**src/design/hse_pkg.sv**
```systemverilog
// Shared constants and transaction types for the Huffman symbol encoder/packer.
// Used by every module of the block; depends on nothing.
package hse_pkg;

  localparam int SYMBOL_COUNT = 256;
  localparam int WORD_BITS    = 32;
  localparam int MAX_CODE_LEN = 32;
  localparam int LEN_LIMIT    = (WORD_BITS < MAX_CODE_LEN) ? WORD_BITS : MAX_CODE_LEN;

  localparam int SYM_W  = 8;                       // symbol field width
  localparam int CODE_W = 32;                      // code field width
  localparam int LEN_W  = 6;                       // code length / valid bit count width
  localparam int IDX_W  = (SYMBOL_COUNT > 1) ? $clog2(SYMBOL_COUNT) : 1;
  localparam int FILL_W = $clog2(WORD_BITS);       // width of the count of bits held in the accumulator

  localparam int QUEUE_DEPTH = 2;
  localparam int QPTR_W      = (QUEUE_DEPTH > 1) ? $clog2(QUEUE_DEPTH) : 1;
  localparam int QCNT_W      = $clog2(QUEUE_DEPTH + 1);

  localparam int IN_TDATA_W  = 48;
  localparam int OUT_TDATA_W = 40;

  localparam logic REQ_LOAD   = 1'b0;
  localparam logic REQ_ENCODE = 1'b1;

  // Encode transaction after table lookup
  typedef struct packed {
    logic [CODE_W-1:0] code;
    logic [LEN_W-1:0]  len;   // zero: no code for this symbol
    logic              last;
  } hse_item_t;

  typedef struct packed {
    logic [WORD_BITS-1:0] word;
    logic [LEN_W-1:0]     valid_bits;
    logic                 final_word;
    logic                 missing_code;
  } hse_result_t;

endpackage

```
**src/design/hse_back.sv**
```systemverilog
// Back end: appends looked-up codes to the bit accumulator and drives the
// registered result stage. Depends on hse_pkg.
module hse_back (
  input  logic                 clk,
  input  logic                 rst_n,
  input  logic                 head_valid,
  input  hse_pkg::hse_item_t   head,
  output logic                 pop,
  output logic                 out_valid,
  input  logic                 out_ready,
  output hse_pkg::hse_result_t out_res
);

  localparam int W = hse_pkg::WORD_BITS;
  localparam int C = hse_pkg::LEN_W;

  logic [W-1:0]              acc_r,   acc_nxt;
  logic [hse_pkg::FILL_W-1:0] fill_r, fill_nxt;
  logic                      flush_r, flush_nxt;   // second transaction of this item pending
  logic                      out_v_r;
  hse_pkg::hse_result_t      out_r;

  logic                      slot_free;
  logic                      res_v;
  hse_pkg::hse_result_t      res;
  logic [C-1:0]              total;
  logic [C-1:0]              over;
  logic [W-1:0]              acc_app;

  assign slot_free = !out_v_r || out_ready;
  assign total     = C'(fill_r) + head.len;
  assign over      = total - C'(W);
  assign acc_app   = acc_r | (head.code << (C'(W) - total));

  always_comb begin
    pop       = 1'b0;
    res_v     = 1'b0;
    res       = '0;
    acc_nxt   = acc_r;
    fill_nxt  = fill_r;
    flush_nxt = flush_r;
    if (head_valid) begin
      if (flush_r) begin
        if (slot_free) begin
          res.word       = acc_r;
          res.valid_bits = C'(fill_r);
          res.final_word = 1'b1;
          res_v          = 1'b1;
          acc_nxt        = '0;
          fill_nxt       = '0;
          flush_nxt      = 1'b0;
          pop            = 1'b1;
        end
      end else if (head.len == '0) begin
        // no code: report it, leave the accumulator as it is
        if (slot_free) begin
          res.missing_code = 1'b1;
          res_v            = 1'b1;
          if (head.last) begin
            flush_nxt = 1'b1;
          end else begin
            pop = 1'b1;
          end
        end
      end else if (total < C'(W)) begin
        if (head.last) begin
          if (slot_free) begin
            res.word       = acc_app;
            res.valid_bits = total;
            res.final_word = 1'b1;
            res_v          = 1'b1;
            acc_nxt        = '0;
            fill_nxt       = '0;
            pop            = 1'b1;
          end
        end else begin
          acc_nxt  = acc_app;
          fill_nxt = hse_pkg::FILL_W'(total);
          pop      = 1'b1;
        end
      end else if (total == C'(W)) begin
        if (slot_free) begin
          res.word       = acc_r | head.code;
          res.valid_bits = C'(W);
          res.final_word = head.last;
          res_v          = 1'b1;
          acc_nxt        = '0;
          fill_nxt       = '0;
          pop            = 1'b1;
        end
      end else begin
        // word overflows: emit it, keep the low spill bits at the top
        if (slot_free) begin
          res.word       = acc_r | (head.code >> over);
          res.valid_bits = C'(W);
          res_v          = 1'b1;
          acc_nxt        = head.code << (C'(W) - over);
          fill_nxt       = hse_pkg::FILL_W'(over);
          if (head.last) begin
            flush_nxt = 1'b1;
          end else begin
            pop = 1'b1;
          end
        end
      end
    end
  end

  always_ff @(posedge clk) begin
    if (res_v) begin
      out_r <= res;
    end
  end

  always_ff @(posedge clk) begin
    if (!rst_n) begin
      acc_r   <= '0;
      fill_r  <= '0;
      flush_r <= 1'b0;
      out_v_r <= 1'b0;
    end else begin
      acc_r   <= acc_nxt;
      fill_r  <= fill_nxt;
      flush_r <= flush_nxt;
      if (res_v) begin
        out_v_r <= 1'b1;
      end else if (out_ready) begin
        out_v_r <= 1'b0;
      end
    end
  end

  assign out_valid = out_v_r;
  assign out_res   = out_r;

endmodule

```
**config.mk**
```make
export PLATFORM = sky130hd
export DESIGN_NAME = hse_back
export DESIGN_NICKNAME = d
export VERILOG_FILES = /design/src/design/hse_pkg.sv /design/src/design/hse_back.sv
export SDC_FILE = /design/constraint.sdc
export NUM_CORES = 1
export LEC_CHECK = 0
export ABC_AREA = 1
export BUFFER_PORTS_ARGS = -buffer_cell sky130_fd_sc_hd__buf_2
export CAP_MARGIN = 20
export CORE_AREA = 8 8 189 191
export DETAILED_ROUTE_END_ITERATION = 8
export DIE_AREA = 0 0 197 199
export PLACE_DENSITY_LB_ADDON = 0.12
export SLEW_MARGIN = 20
export SYNTH_ARGS = -nofsm -noshare
export SYNTH_HDL_FRONTEND = slang
export SYNTH_SLANG_ARGS = --single-unit
```
**constraint.sdc**
```tcl
create_clock -name clk -period 3.34 [get_ports clk]
set_input_delay 0.501 -clock clk [delete_from_list [all_inputs] [get_ports clk]]
set_output_delay 0.501 -clock clk [all_outputs]
set_load 0.1 [all_outputs]
```
==> reports/metrics.csv <==
stage,metric,value,unit
route,drtIter0Drc,1161,
worst_setup_path,r2r-end,out_res[35]$_SDFFCE_PN0P_,
logic_synthesis,synth_flop_cell,edfxtp_1,
die,die_width,197,microns
logic_synthesis,async_flop_share,0,%
power,power_density,632,nW/um^2
placed_design,placed_cells,2354,
clocking,clk_pin_slew,70,ps
worst_setup_path,critPathKind,flop to output port,
sta,period_share,97.0,%
route,vias,12700,
worst_setup_path,path_max_fanout,8,
route,drc,0,
clocking,htree_levels,3,
worst_setup_path,r2r_setup_slack,160,ps
layout,fill_cells,3757,
clocking,cts_tree,yes,
layout,nNetsFinal,1970,
logic_synthesis,ys_seq_area_share,20.5,%
logic_synthesis,ys_seq_elements,79,
worst_setup_path,cp_slowest_cell,fa_2,
sta,fin_skew,7.89,ps
worst_setup_path,crit_start,fill_r[0]$_SDFFE_PN0P_,
route,post_drt_wl_per_cell,21.2,microns
global_routing,overflow,0,
logic_synthesis,yosysWarnings,0,
route,wl_met2,23300,microns
logic_synthesis,yosys.area.top_type,nand2_1,
layout,seq_area,1990,sq um
route,drt-met1-wl,22200,microns
sta,slew_headroom,53.6,%
die,rows,67,
sta,max_freq,0.309,GHz
power,vdd_ir_drop_max,0.357,mV
worst_setup_path,r2r-start,fill_r[0]$_SDFFE_PN0P_,
sta,layout_setup_ws,101,ps
sta,worst_pin_slew,697,ps
global_routing,grt_pass1_wl,75300,microns
sta,fin_crit,3240,ps
outcome,status,"complete, no violations",
route,drtAntennaViolNets,0,
worst_setup_path,cp_data_required_time,2840,ps
global_routing,grt_use_total,25.3,%
die,io_pins,85,
worst_hold_path,hold_class,input pin to flop,
sta,setup_viol,0,
logic_synthesis,synth_area_leaders,"nand2_1, edfxtp_1, nand3_1",
worst_setup_path,endpoint,pop,
clocking,numCtsBuffers,9,
worst_setup_path,worst_ep_arrival_time,2740,ps
worst_setup_path,worstRegToRegCells,19,
layout,drive_gt1_share,16.6,%
layout,antenna_cells,0,
clocking,cts_root_buf,clkbuf_16,
power,leakage,0.00557,uW
sta,hold_violations,0,
layout,multi_input_area,6730,sq um
logic_synthesis,synth_cells,1779,
logic_synthesis,avgSynthCellArea,5.43,sq um
layout,stdcell_count,2373,
die,die_h,199,microns
die,core,32900,sq um
layout,post-route-util,36.6,%
worst_setup_path,cp-end-kind,output port,
global_routing,antenna_found_initial,0,
worst_setup_path,slowest_delay,570,ps
logic_synthesis,netlist.area_leader.share,26.7,%
placed_design,place.gp.congestion,0.960,
logic_synthesis,synth_area,9660,sq um
placed_design,hpwl,38800,microns
placed_design,io_buffers,84,
logic_synthesis,synth_edf_count,40,
global_routing,first_global_vias,12000,
logic_synthesis,syn_nets,1829,
placed_design,pre_cts_slack,-287,ps
sta,slew_viol_final,0,
flow_run,maxCapViolations,0,
route,viasPerCell,5.35,
route,wl,50400,microns
logic_synthesis,yosys.cell_types.count,46,
die,die_area,39200,sq um
route,dr_wl_met3,3180,microns
route,dr.pass1.iters,5,
clocking,clkLatencyLatePin,360,ps
clocking,cts_buffer_depth,2,
clocking,cts.sink_count,79,
worst_setup_path,crit_path_cell_trace,"ha_4, inv_2, fa_2, ha_4, nand3_4, inv_4, nand3_4, buf_6, nand2_8, a21oi_4, o31ai_4, buf_12",
layout,syn_to_final_growth,24.4,%
worst_setup_path,start_kind,flop,
route,routed.top_layer,met4,
global_routing,grt_max_degree,70,
die,start_util,29.4,%
-- sequential cells by signal, indices dropped and copies added (netlist names) --
| signal | cells |
|---|---|
| out_res | 40 |
| acc_r | 32 |
| out_valid | 1 |
| fill_r | 5 |
| flush_r | 1 |
-- cells in the final DEF (no fill, tap or decap), types with 36 or more instances in the layout --
| master | synthesis | layout |
|---|---|---|
| o21ai_0 | 141 | 134 |
| dfxtp_1 | 39 | 36 |
| buf_2 | 35 | 83 |
| nand2_1 | 688 | 685 |
| a21oi_1 | 179 | 177 |
| nand3_1 | 211 | 210 |
| nor2_1 | 90 | 88 |
| buf_4 | 10 | 146 |
| edfxtp_1 | 40 | 40 |
| inv_1 | 124 | 120 |
-- what timing repair did --
| item | in CTS | in global routing |
|---|---|---|
| endpoints found under the setup margin | 2 | 22 |
| pin swaps | 0 | 2 |
| resized for setup | 3 | 18 |
| buffers inserted | 0 | 3 |
| hold buffers | 0 | 0 |
-- cell usage after synthesis, types with 4 or more instances --
| master | n |
|---|---|
| clkbuf_1 | 61 |
| o21ai_1 | 19 |
| nand2_2 | 7 |
| nand4_1 | 18 |
| edfxtp_1 | 40 |
| dfxtp_1 | 39 |
| a22oi_1 | 5 |
| ha_1 | 6 |
| buf_4 | 10 |
| a21oi_1 | 179 |
| nor3_1 | 8 |
| nor2_1 | 90 |
| o22ai_1 | 8 |
| o211ai_1 | 21 |
| nor2_2 | 4 |
| buf_2 | 35 |
| nand3_1 | 211 |
| nand2_1 | 688 |
| a31oi_1 | 5 |
| inv_2 | 8 |
| buf_1 | 13 |
| o21ai_0 | 141 |
| inv_1 | 124 |
-- worst max-delay path: cells and delay by family, from the launching register on --
family	cells	cell delay, ps
AOI/OAI and AO/OA	2	330
and+or+nand+nor	3	320
DFF	1	340
adders and majority gates	3	870
buffers and inverters	4	500
-- per-layer routing --
layer	vias to the layer above	track usage [%]
met5	-	0
met4	0	9.19
met3	64	3.76
met2	479	41.9
met1	5965	32.9
li1	6189	-
-- through the flow --
step                      hold slack [ps]  instance area (sq um)  total power (uW)  TNS [ps]
final                                 423                  12000              7600         0
after global routing                  426                  12000              8100    -0.665
after CTS                             410                  12000              7530         0
after detailed placement              461                  11600              6450     -2200
after global placement                455                  11600              6470     -2190
after floorplan                       445                   9740              4400     -75.4
-- layout make-up --
type	count	share of cell area (%)
Multi-Input combinational cell	1445	56.0
Sequential cell	79	16.5
Timing Repair Buffer	251	16.1
Tap cell	448	4.67
Inverter	134	4.26
Clock buffer	11	2.10
Clock inverter	5	0.333
-- kinds of logic after synthesis --
family | Yosys count | synth area share (%)
flip-flops | 79 | 20.5
multiplexers | 1 | 0.104
AO/OA/AOI/OAI | 392 | 21.8
buffers and inverters | 255 | 10.9
adder cells (fa/ha/maj) | 7 | 0.985
AND/OR/NAND/NOR | 1045 | 45.7
-- how the worst min path moves through the flow --
stage,cells after the start,to,start,slack [ps]
final,3,fill_r[2]$_SDFFE_PN0P_,rst_n,420
after global routing,3,fill_r[4]$_SDFFE_PN0P_,rst_n,430
after CTS,3,fill_r[4]$_SDFFE_PN0P_,rst_n,410
after detailed placement,2,acc_r[12]$_SDFFE_PN0P_,acc_r[12]$_SDFFE_PN0P_,460
after global placement,2,acc_r[10]$_SDFFE_PN0P_,acc_r[10]$_SDFFE_PN0P_,460
after floorplan,2,acc_r[10]$_SDFFE_PN0P_,acc_r[10]$_SDFFE_PN0P_,450
-- power breakdown --
part	internal [uW]	total, uW	switching, uW
Combinational	1740	5330	3600
Sequential	1150	1230	79.1
Clock	551	1030	482
No activity file was read; power rests on OpenSTA's default activity.
