<file path="src/design/hse_pkg.sv">
// Shared constants and transaction types for the Huffman symbol encoder/packer.
// Used by every module of the block; depends on nothing.
package hse_pkg;

  localparam int SYMBOL_COUNT = 256;
  localparam int WORD_BITS    = 32;
  localparam int MAX_CODE_LEN = 32;
  localparam int LEN_LIMIT    = (WORD_BITS < MAX_CODE_LEN) ? WORD_BITS : MAX_CODE_LEN;

  localparam int SYM_W  = 8;                       // symbol field width
  localparam int CODE_W = 32;                      // code field width
  localparam int LEN_W  = 6;                       // code length / valid bit count width
  localparam int IDX_W  = (SYMBOL_COUNT > 1) ? $clog2(SYMBOL_COUNT) : 1;
  localparam int FILL_W = $clog2(WORD_BITS);       // width of the count of bits held in the accumulator

  localparam int QUEUE_DEPTH = 2;
  localparam int QPTR_W      = (QUEUE_DEPTH > 1) ? $clog2(QUEUE_DEPTH) : 1;
  localparam int QCNT_W      = $clog2(QUEUE_DEPTH + 1);

  localparam int IN_TDATA_W  = 48;
  localparam int OUT_TDATA_W = 40;

  localparam logic REQ_LOAD   = 1'b0;
  localparam logic REQ_ENCODE = 1'b1;

  // Encode transaction after table lookup
  typedef struct packed {
    logic [CODE_W-1:0] code;
    logic [LEN_W-1:0]  len;   // zero: no code for this symbol
    logic              last;
  } hse_item_t;

  typedef struct packed {
    logic [WORD_BITS-1:0] word;
    logic [LEN_W-1:0]     valid_bits;
    logic                 final_word;
    logic                 missing_code;
  } hse_result_t;

endpackage

</file>
<file path="src/design/hse_queue.sv">
// Short transaction queue between the lookup front end and the packer.
// Depends on hse_pkg for depth and the item type.
module hse_queue (
  input  logic               clk,
  input  logic               rst_n,
  input  logic               push_valid,
  output logic               push_ready,
  input  hse_pkg::hse_item_t push_item,
  output logic               pop_valid,
  input  logic               pop,
  output hse_pkg::hse_item_t pop_item
);

  hse_pkg::hse_item_t               q_mem [hse_pkg::QUEUE_DEPTH];
  logic [hse_pkg::QPTR_W-1:0]       wr_ptr_r;
  logic [hse_pkg::QPTR_W-1:0]       rd_ptr_r;
  logic [hse_pkg::QCNT_W-1:0]       count_r;
  logic                             do_push;
  logic                             do_pop;

  assign push_ready = (count_r != hse_pkg::QCNT_W'(hse_pkg::QUEUE_DEPTH));
  assign pop_valid  = (count_r != '0);
  assign do_push    = push_valid && push_ready;
  assign do_pop     = pop && pop_valid;
  assign pop_item   = q_mem[rd_ptr_r];

  function automatic logic [hse_pkg::QPTR_W-1:0] ptr_inc(input logic [hse_pkg::QPTR_W-1:0] p);
    if (p == hse_pkg::QPTR_W'(hse_pkg::QUEUE_DEPTH - 1)) begin
      return '0;
    end
    return p + hse_pkg::QPTR_W'(1);
  endfunction

  always_ff @(posedge clk) begin
    if (do_push) begin
      q_mem[wr_ptr_r] <= push_item;
    end
  end

  always_ff @(posedge clk) begin
    if (!rst_n) begin
      wr_ptr_r <= '0;
      rd_ptr_r <= '0;
      count_r  <= '0;
    end else begin
      if (do_push) begin
        wr_ptr_r <= ptr_inc(wr_ptr_r);
      end
      if (do_pop) begin
        rd_ptr_r <= ptr_inc(rd_ptr_r);
      end
      if (do_push && !do_pop) begin
        count_r <= count_r + hse_pkg::QCNT_W'(1);
      end else if (do_pop && !do_push) begin
        count_r <= count_r - hse_pkg::QCNT_W'(1);
      end
    end
  end

endmodule

</file>
<file path="config.mk">
export PLATFORM = sky130hd
export DESIGN_NAME = hse_queue
export DESIGN_NICKNAME = d
export VERILOG_FILES = /design/src/design/hse_pkg.sv /design/src/design/hse_queue.sv
export SDC_FILE = /design/constraint.sdc
export NUM_CORES = 1
export LEC_CHECK = 0
export BUFFER_PORTS_ARGS = -buffer_cell sky130_fd_sc_hd__buf_2
export CAP_MARGIN = 20
export CORE_ASPECT_RATIO = 1.4
export CORE_UTILIZATION = 40
export CTS_CLUSTER_DIAMETER = 100
export DETAILED_ROUTE_END_ITERATION = 8
export HOLD_SLACK_MARGIN = 0.02
export PLACE_DENSITY = 0.65
export RECOVER_POWER = 100
export SLEW_MARGIN = 20
export SYNTH_ARGS = -nofsm -noshare
export SYNTH_HDL_FRONTEND = slang
export SYNTH_SLANG_ARGS = --single-unit
</file>
<file path="constraint.sdc">
create_clock -name clk -period 2.6 [get_ports clk]
set_input_delay 0.26 -clock clk [delete_from_list [all_inputs] [get_ports clk]]
set_output_delay 0.26 -clock clk [all_outputs]
set_load 0.05 [all_outputs]
</file>
==> results of run 1 <==
[worst paths after layout]
check / start / endpoint / cells after the start
hold / removal: push_item[11] / q_mem[1][11] / 1
hold reg to reg: count_r[1] / count_r[1] / 2
setup reg to reg: count_r[0] / q_mem[1][18] / 3
setup / recovery: register / pop_item[22] / 3
[cell type report]
class | instances | share of cell area, %
multi-input combinational | 57 | 15.47
sequential | 83 | 66.25
clock buffer | 16 | 4.342
tap | 97 | 3.290
timing repair buffer | 86 | 10.55
inverter | 1 | 0.1018
[power by group through the flow]
stage | logic (mW) | clock network (mW) | registers (mW)
finish | 1.45 | 0.765 | 1.77
floorplan | 1.24 | 0 | 1.75
global placement | 1.52 | 0 | 1.79
detailed placement | 1.53 | 0 | 1.80
global route | 1.52 | 0.855 | 1.79
CTS | 1.53 | 0.803 | 1.77
[worst max-delay path: stages, from the launching register on]
cell	delay [ns]
dfxtp_2	0.62
buf_12	0.24
mux2_2	0.17
clkbuf_1	0.51
[cell usage in the layout (no fill, tap or decap), types with 2 or more instances in the layout]
cell      synthesis  routed
edfxtp_1         78      78
clkbuf_1          0      63
mux2_2           39      38
buf_2             2      26
clkbuf_8          0      10
dfxtp_1           5       4
and2_0            0       2
o21ai_0           1       2
xnor2_1           2       2
and2_1            4       2
buf_12            0       2
[per-layer routing]
metal | vias to the layer above | global-route usage (%) | part of all wire [%]
met5 | - | 0 | 0
met4 | 0 | 6.349 | 0.70
met3 | 2 | 7.170 | 6.4
met2 | 46 | 23.64 | 55
met1 | 780 | 14.03 | 38
li1 | 747 | - | -
[kinds of logic after synthesis]
logic type	count (synthesis)	synth area share (%)
adders and majority gates	1	0.4103
xor gates and xnor gates	3	0.8619
muxes	39	14.40
and+or+nand+nor	9	2.134
AOI/OAI and AO/OA	5	1.149
DFF	83	80.10
buffers and inverters	5	0.9435
[through the flow]
stage	hold slack [ns]	worst slack (ns)	util [%]
6_report	0.1064	0.4589	50.11
5_1_grt	0.07173	0.3396	50.11
2_1_floorplan	0.3589	0.5281	-
3_3_place_gp	0.4482	0.9128	49.06
4_1_cts	0.07617	0.5129	51.23
3_5_place_dp	0.4518	0.9066	49.06
[registers in the layout, summed over array words and instances (netlist names), named ones only]
register  cells
q_mem        78
rd_ptr_r      1
count_r       2
wr_ptr_r      1
==> summary.txt, run 1 <==
Floorplan
  • Initial Util: 41.42%
  • Top-Level Pins: 84
  • Site Rows: 37
  • CORE AREA: 7361 µm²
  • Die Width: 75.79 µm
  • Die Y: 105.3 µm
  • Total Die Area: 7981 µm²

Pwr
  • Switching Share: 38.68%
  • Clock power share: 19.2%
  • P per Cell Area: 1079 nW/µm²
  • Combinational power share: 36.4%
  • Switch Pwr: 1.539 mW
  • Lkg Pwr: 1.236 nW
  • Internal power: 2.440 mW
  • Worst vdd ir: 692.3 µV
  • Overall Power: 3.979 mW
  • Flop pwr share: 44.4%

Routing
  • DR vias: 1575
  • Drt pass-1 iters: 4
  • DR DRC count: 0
  • Final ANT Viol Nets: 0
  • Via-to-Cell Ratio: 4.632
  • WL final: 5.145 mm
  • Average routed wire per standard cell: 15.13 µm
  • DRT iter0 DRCs: 33

Synthesis
  • Register bit count reported by yosys: 83
  • Synth cell count leaders: 78 x edfxtp_1, 39 x mux2_2, 5 x dfxtp_1
  • Synth Cell Area: 3049 µm²
  • Most common cell in the netlist: edfxtp_1
  • Ys flop type: edfxtp_1
  • Synth warnings: 0
  • Top-area cell type share of the netlist area: 76.82%
  • Syn nets: 189
  • Number of flops mapped to enable cells by yosys: 78
  • Leading area contributor after synthesis: edfxtp_1
  • Yosys cell types: 20
  • Register area share after synthesis: 80.10%
  • Cells after Synth: 145
  • Top cells by area, synth: edfxtp_1 77%, mux2_2 14%, dfxtp_1 3.3%
  • Share of synthesized registers carrying an async set or reset: 0%
  • Syn_area_per_cell: 21.03 µm²

Cells and area
  • Layout area overhead: 20.97%
  • Final Cell Area: 3689 µm²
  • Fillers: 668
  • Non-Filler Instances: 340
  • Share of cells above drive strength 1: 32.92%
  • Multi-input logic area: 570.5 µm²
  • Nets: 282
  • Register area: 2444 µm²
  • ANT cells: 0

Clock tree
  • # H-tree levels: 3
  • Skew-Pair Late Insertion Delay: 0.34 ns
  • Clk slew on worst S/H paths: 0.07 ns
  • Clock Tree Root: clkbuf_8
  • TritonCTS Buffers: 9
  • Post_cts resized: 0
  • CTS tree: done
  • Clock Sinks: 83
  • CTS Buffer Depth: 2
  • Postcts setup bufs: 0
  • Cts hold-fix bufs: 0

Place
  • GPL Wtd Cong: 0.6884
  • Placed Instance Area: 3611 µm²
  • Placed wire-length estimate: 3.422 mm
  • Placed Instances: 324
  • Number of port buffers: 83

Global routing
  • Total gr overflow: 0
  • Initial antenna violation count: 0
  • Vias in the first global route: 1602
  • Largest net degree at the start of global routing: 40
  • First-pass GRT wire length: 7.686 mm
  • Gr usage total: 14.10%

Status
  • Status: finished clean

STA
  • Tmin final: 2.141 ns
  • RSZ-0062 raised after global routing: false
  • Worst-Margin Slew: 1.034 ns
  • Setup TNS Final: 0 ns
  • Final period util: 82.35%
  • Final setup viols: 0
  • Peak Freq: 467.1 MHz
  • Relative slew slack: 31.07%
  • Hold Vio Cnt, Final: 0
  • Max Clock Skew: 0.004678 ns
  • Max Transition Viols Final: 0

Worst setup path
  • CP Class: reg2out
  • Crit path max fanout: 22
  • Req. time, crit path: 2.34 ns
  • Crit path DAT: 1.88 ns
  • Worst R2R Setup Slack: 0.61 ns
  • Startpoint types: register
  • Worst setup EP type: output pin

Min path
  • Hold Crit Class: in2reg

Flow run
  • Max Cap Violations: 0
Note: power is estimated with default switching activity, not from simulation.
==> run 2: changes to the inputs <==
Settings changed: ABC_AREA set to 1, PLACE_DENSITY 0.65 to 0.67.
Clock period 2.6 ns to 1.9 ns, I/O delays scaled along.
==> summary.txt, run 2 <==
Pwr
  • Flop pwr share: 42.9% (-1.5 points)
  • Clock power share: 20.7% (+1.5 points)
  • Switch Pwr: 2.096 mW (+36%)
  • Switching Share: 37.60% (-1.1 points)
  • Internal power: 3.479 mW (+43%)
  • Worst vdd ir: 778.1 µV (+12%)
  • P per Cell Area: 1409 nW/µm² (+31%)
  • Lkg Pwr: 1.509 nW (+22%)
  • Combinational power share: 36.4% (about the same)

STA
  • Worst-Margin Slew: 0.6112 ns (-0.4226 ns)
  • Hold Vio Cnt, Final: 0 (unchanged)
  • Final setup viols: 0 (unchanged)
  • Max Transition Viols Final: 0 (unchanged)
  • Peak Freq: 556.0 MHz
  • Tmin final: 1.798 ns
  • RSZ-0062 raised after global routing: false
  • Setup TNS Final: 0 ns (unchanged)
  • Max Clock Skew: 0.004399 ns (-0.0002790 ns)
  • Relative slew slack: 59.25% (+28 points)
  • Post-route worst setup slack: 0.1015 ns (-0.3574 ns)
  • Final period util: 94.66%

Cells and area
  • Layout area overhead: 27.56%
  • Commonest non-fill, non-tap cells in the layout: 78 x edfxtp_1, 41 x buf_2, 29 x mux2_2
  • Share of cells above drive strength 1: 47.25% (+14 points)
  • Top Registers: q_mem x78, count_r x2
  • Reg with most FFs: q_mem
  • Most common cell after layout, fill and taps aside: edfxtp_1
  • Largest register FFs: 78 (unchanged)
  • Multi-input logic area: 609.3 µm² (+6.8%)
  • Register area: 2444 µm² (unchanged)
  • Nets: 312 (+11%)
  • ANT cells: 0 (unchanged)
  • Fillers: 656 (-1.8%)

Worst setup path
  • Worst r2r src: count_r[0]
  • CP Class: reg2out
  • CP Cell Sequence: buf_4, mux2_2, clkbuf_2
  • CP max stage cell: mux2_2
  • Worst setup EP type: output pin
  • Worst path max stage delay: 0.38 ns (-0.24 ns)
  • Startpoint types: register
  • Crit path max fanout: 23 (+4.5%)
  • R2r worst-path depth: 5 (+2)
  • Worst R2R Setup Slack: 0.20 ns (-0.41 ns)
  • Crit path DAT: 1.61 ns (-0.27 ns)
  • Req. time, crit path: 1.71 ns (-0.63 ns)
  • Crit path max-delay family: buffers and inverters
  • Worst Path Buf+Inv: 2 (unchanged)
  • FF-to-FF End: q_mem[0][15]

Floorplan
  • Site Rows: 37 (unchanged)
  • Die Width: 76.41 µm (+0.82%)
  • CORE AREA: 7407 µm² (+0.63%)
  • Top-Level Pins: 84 (unchanged)
  • Total Die Area: 8112 µm² (+1.6%)
  • Initial Util: 41.86% (+0.43 points)
  • Die Y: 106.2 µm (+0.82%)

Clock tree
  • # H-tree levels: 3 (unchanged)
  • Skew-Pair Late Insertion Delay: 0.33 ns (about the same)
  • Clk slew on worst S/H paths: 0.07 ns (about the same)
  • Post_cts resized: 0 (unchanged)
  • Postcts setup bufs: 0 (unchanged)
  • Clock Tree Root: clkbuf_8
  • TritonCTS Buffers: 9 (unchanged)
  • CTS Buffer Depth: 2 (unchanged)
  • Cts hold-fix bufs: 5 (+5)
  • Clock Sinks: 83 (unchanged)
  • CTS tree: done

Global routing
  • Total gr overflow: 0 (unchanged)
  • Vias in the first global route: 1721 (+7.4%)
  • First-pass GRT wire length: 8.004 mm (+4.1%)
  • Initial antenna violation count: 0 (unchanged)
  • Gr usage total: 13.45% (-0.64 points)
  • Largest net degree at the start of global routing: 24 (-40%)

Routing
  • DRT iter0 DRCs: 92 (+180%)
  • Average routed wire per standard cell: 14.00 µm (-7.5%)
  • DR DRC count: 0 (unchanged)
  • Drt pass-1 iters: 4 (unchanged)
  • Via-to-Cell Ratio: 4.595 (-0.82%)
  • WL final: 5.179 mm (+0.66%)
  • DR vias: 1700 (+7.9%)
  • Final ANT Viol Nets: 0 (unchanged)

Synthesis
  • Top cells by area, synth: edfxtp_1 76%, mux2_2 11%, mux2_4 4.8%
  • Register area share after synthesis: 78.77% (-1.3 points)
  • Synth Cell Area: 3100 µm² (+1.7%)
  • Cells after Synth: 158 (+9.0%)
  • Most common cell in the netlist: edfxtp_1
  • Synth warnings: 0 (unchanged)
  • Ys flop type: edfxtp_1
  • Register bit count reported by yosys: 83 (unchanged)
  • Yosys cell types: 16 (-20%)
  • Share of synthesized registers carrying an async set or reset: 0% (unchanged)
  • Top-area cell type share of the netlist area: 75.54% (-1.3 points)
  • Syn_area_per_cell: 19.62 µm² (-6.7%)
  • Number of flops mapped to enable cells by yosys: 78 (unchanged)
  • Synth cell count leaders: 78 x edfxtp_1, 29 x mux2_2, 10 x mux2_4
  • Syn nets: 202 (+6.9%)
  • Leading area contributor after synthesis: edfxtp_1

Place
  • GPL Wtd Cong: 0.7012 (+1.9%)
  • Dpl ws: 0.3476 ns (-0.5590 ns)
  • Placed wire-length estimate: 3.441 mm (+0.56%)
  • Number of port buffers: 83 (unchanged)

Flow run
  • Max Cap Violations: 0 (unchanged)

Status
  • Status: finished clean

Min path
  • Min-Delay Endpoint: q_mem[1][22]
  • Hold Path Stages: 1 (unchanged)
  • Startpoint of the worst hold path: push_item[22]
  • Hold Crit Class: in2reg
## run 2: cell count changes after synthesis, sizes merged, moves of 2 or more
cell    before  now
a21boi       2    0
xnor2        2    0
inv          1    8
and2         4    0
nor2         0    8
nand2        0    9
## run 2: cells by family (layout without fill, tap and decap cells)
logic type / count (synthesis) / count (layout) / share of synthesized area (%)
flops: 83 / 83 / 78.77
mux: 39 / 39 / 15.38
simple gates: 19 / 19 / 2.421
buf+inv: 12 / 127 / 2.300
compound gates: 4 / 4 / 0.7263
fa+ha+maj: 1 / 1 / 0.4035
## run 2: power groups by stage
stage               Clock [mW]  Combinational, mW  Sequential [mW]
floorplan                    0               1.65             2.41
global placement             0               2.04             2.41
detailed placement           0               2.05             2.43
CTS                       1.20               2.07             2.39
global route              1.27               2.15             2.42
finish                    1.15               2.03             2.39
## run 2: worst max-delay path by stage
| stage | start | endpoint | slack, ns | cells after the start |
|---|---|---|---|---|
| 2_1_floorplan | count_r[0] | q_mem[0][0] | 0.1 | 4 |
| 3_3_place_gp | count_r[0] | count_r[1] | 0.44 | 10 |
| 3_5_place_dp | count_r[0] | count_r[1] | 0.35 | 10 |
| 4_1_cts | register | pop_item[19] | 0.07 | 3 |
| 5_1_grt | register | pop_item[23] | 0.01 | 3 |
| 6_report | register | pop_item[23] | 0.10 | 3 |
## run 2: final cells by class
type | instances | share of cell area (%)
clock buffers | 9 | 3.132
clock inverters | 7 | 1.487
inverters | 8 | 0.7593
multi-input cells | 63 | 15.41
flip-flops and latches | 83 | 61.78
well taps | 97 | 3.069
repair buffers | 103 | 14.36
## run 2: worst reg2reg max path: stages, from the launching register on
cell and delay [ns]:
dfxtp_1 0.35, inv_1 0.11, nand2_4 0.07, nand2_1 0.15
nor2_4 0.14, clkbuf_2 0.50
## run 2: metal layers
metal  part of all wire (%)  up-vias  global-route usage [%]
met4                    2.2        0                   7.280
li1                       -      816                       -
met3                    5.6        9                   5.322
met5                      0        -                       0
met1                     36      823                   13.44
met2                     56       52                   23.75
## run 2: through the flow
stage	util, %	instance area (µm²)	cells	total power [mW]	hold WS [ns]
final	53.40	3955	370	5.574	0.04237
after CTS	52.62	3897	361	5.660	0.02007
after floorplan	-	3123	158	4.063	0.2889
after global routing	53.40	3955	370	5.836	0.02022
after detailed placement	49.48	3665	340	4.485	0.3811
after global placement	49.48	3665	340	4.452	0.3780
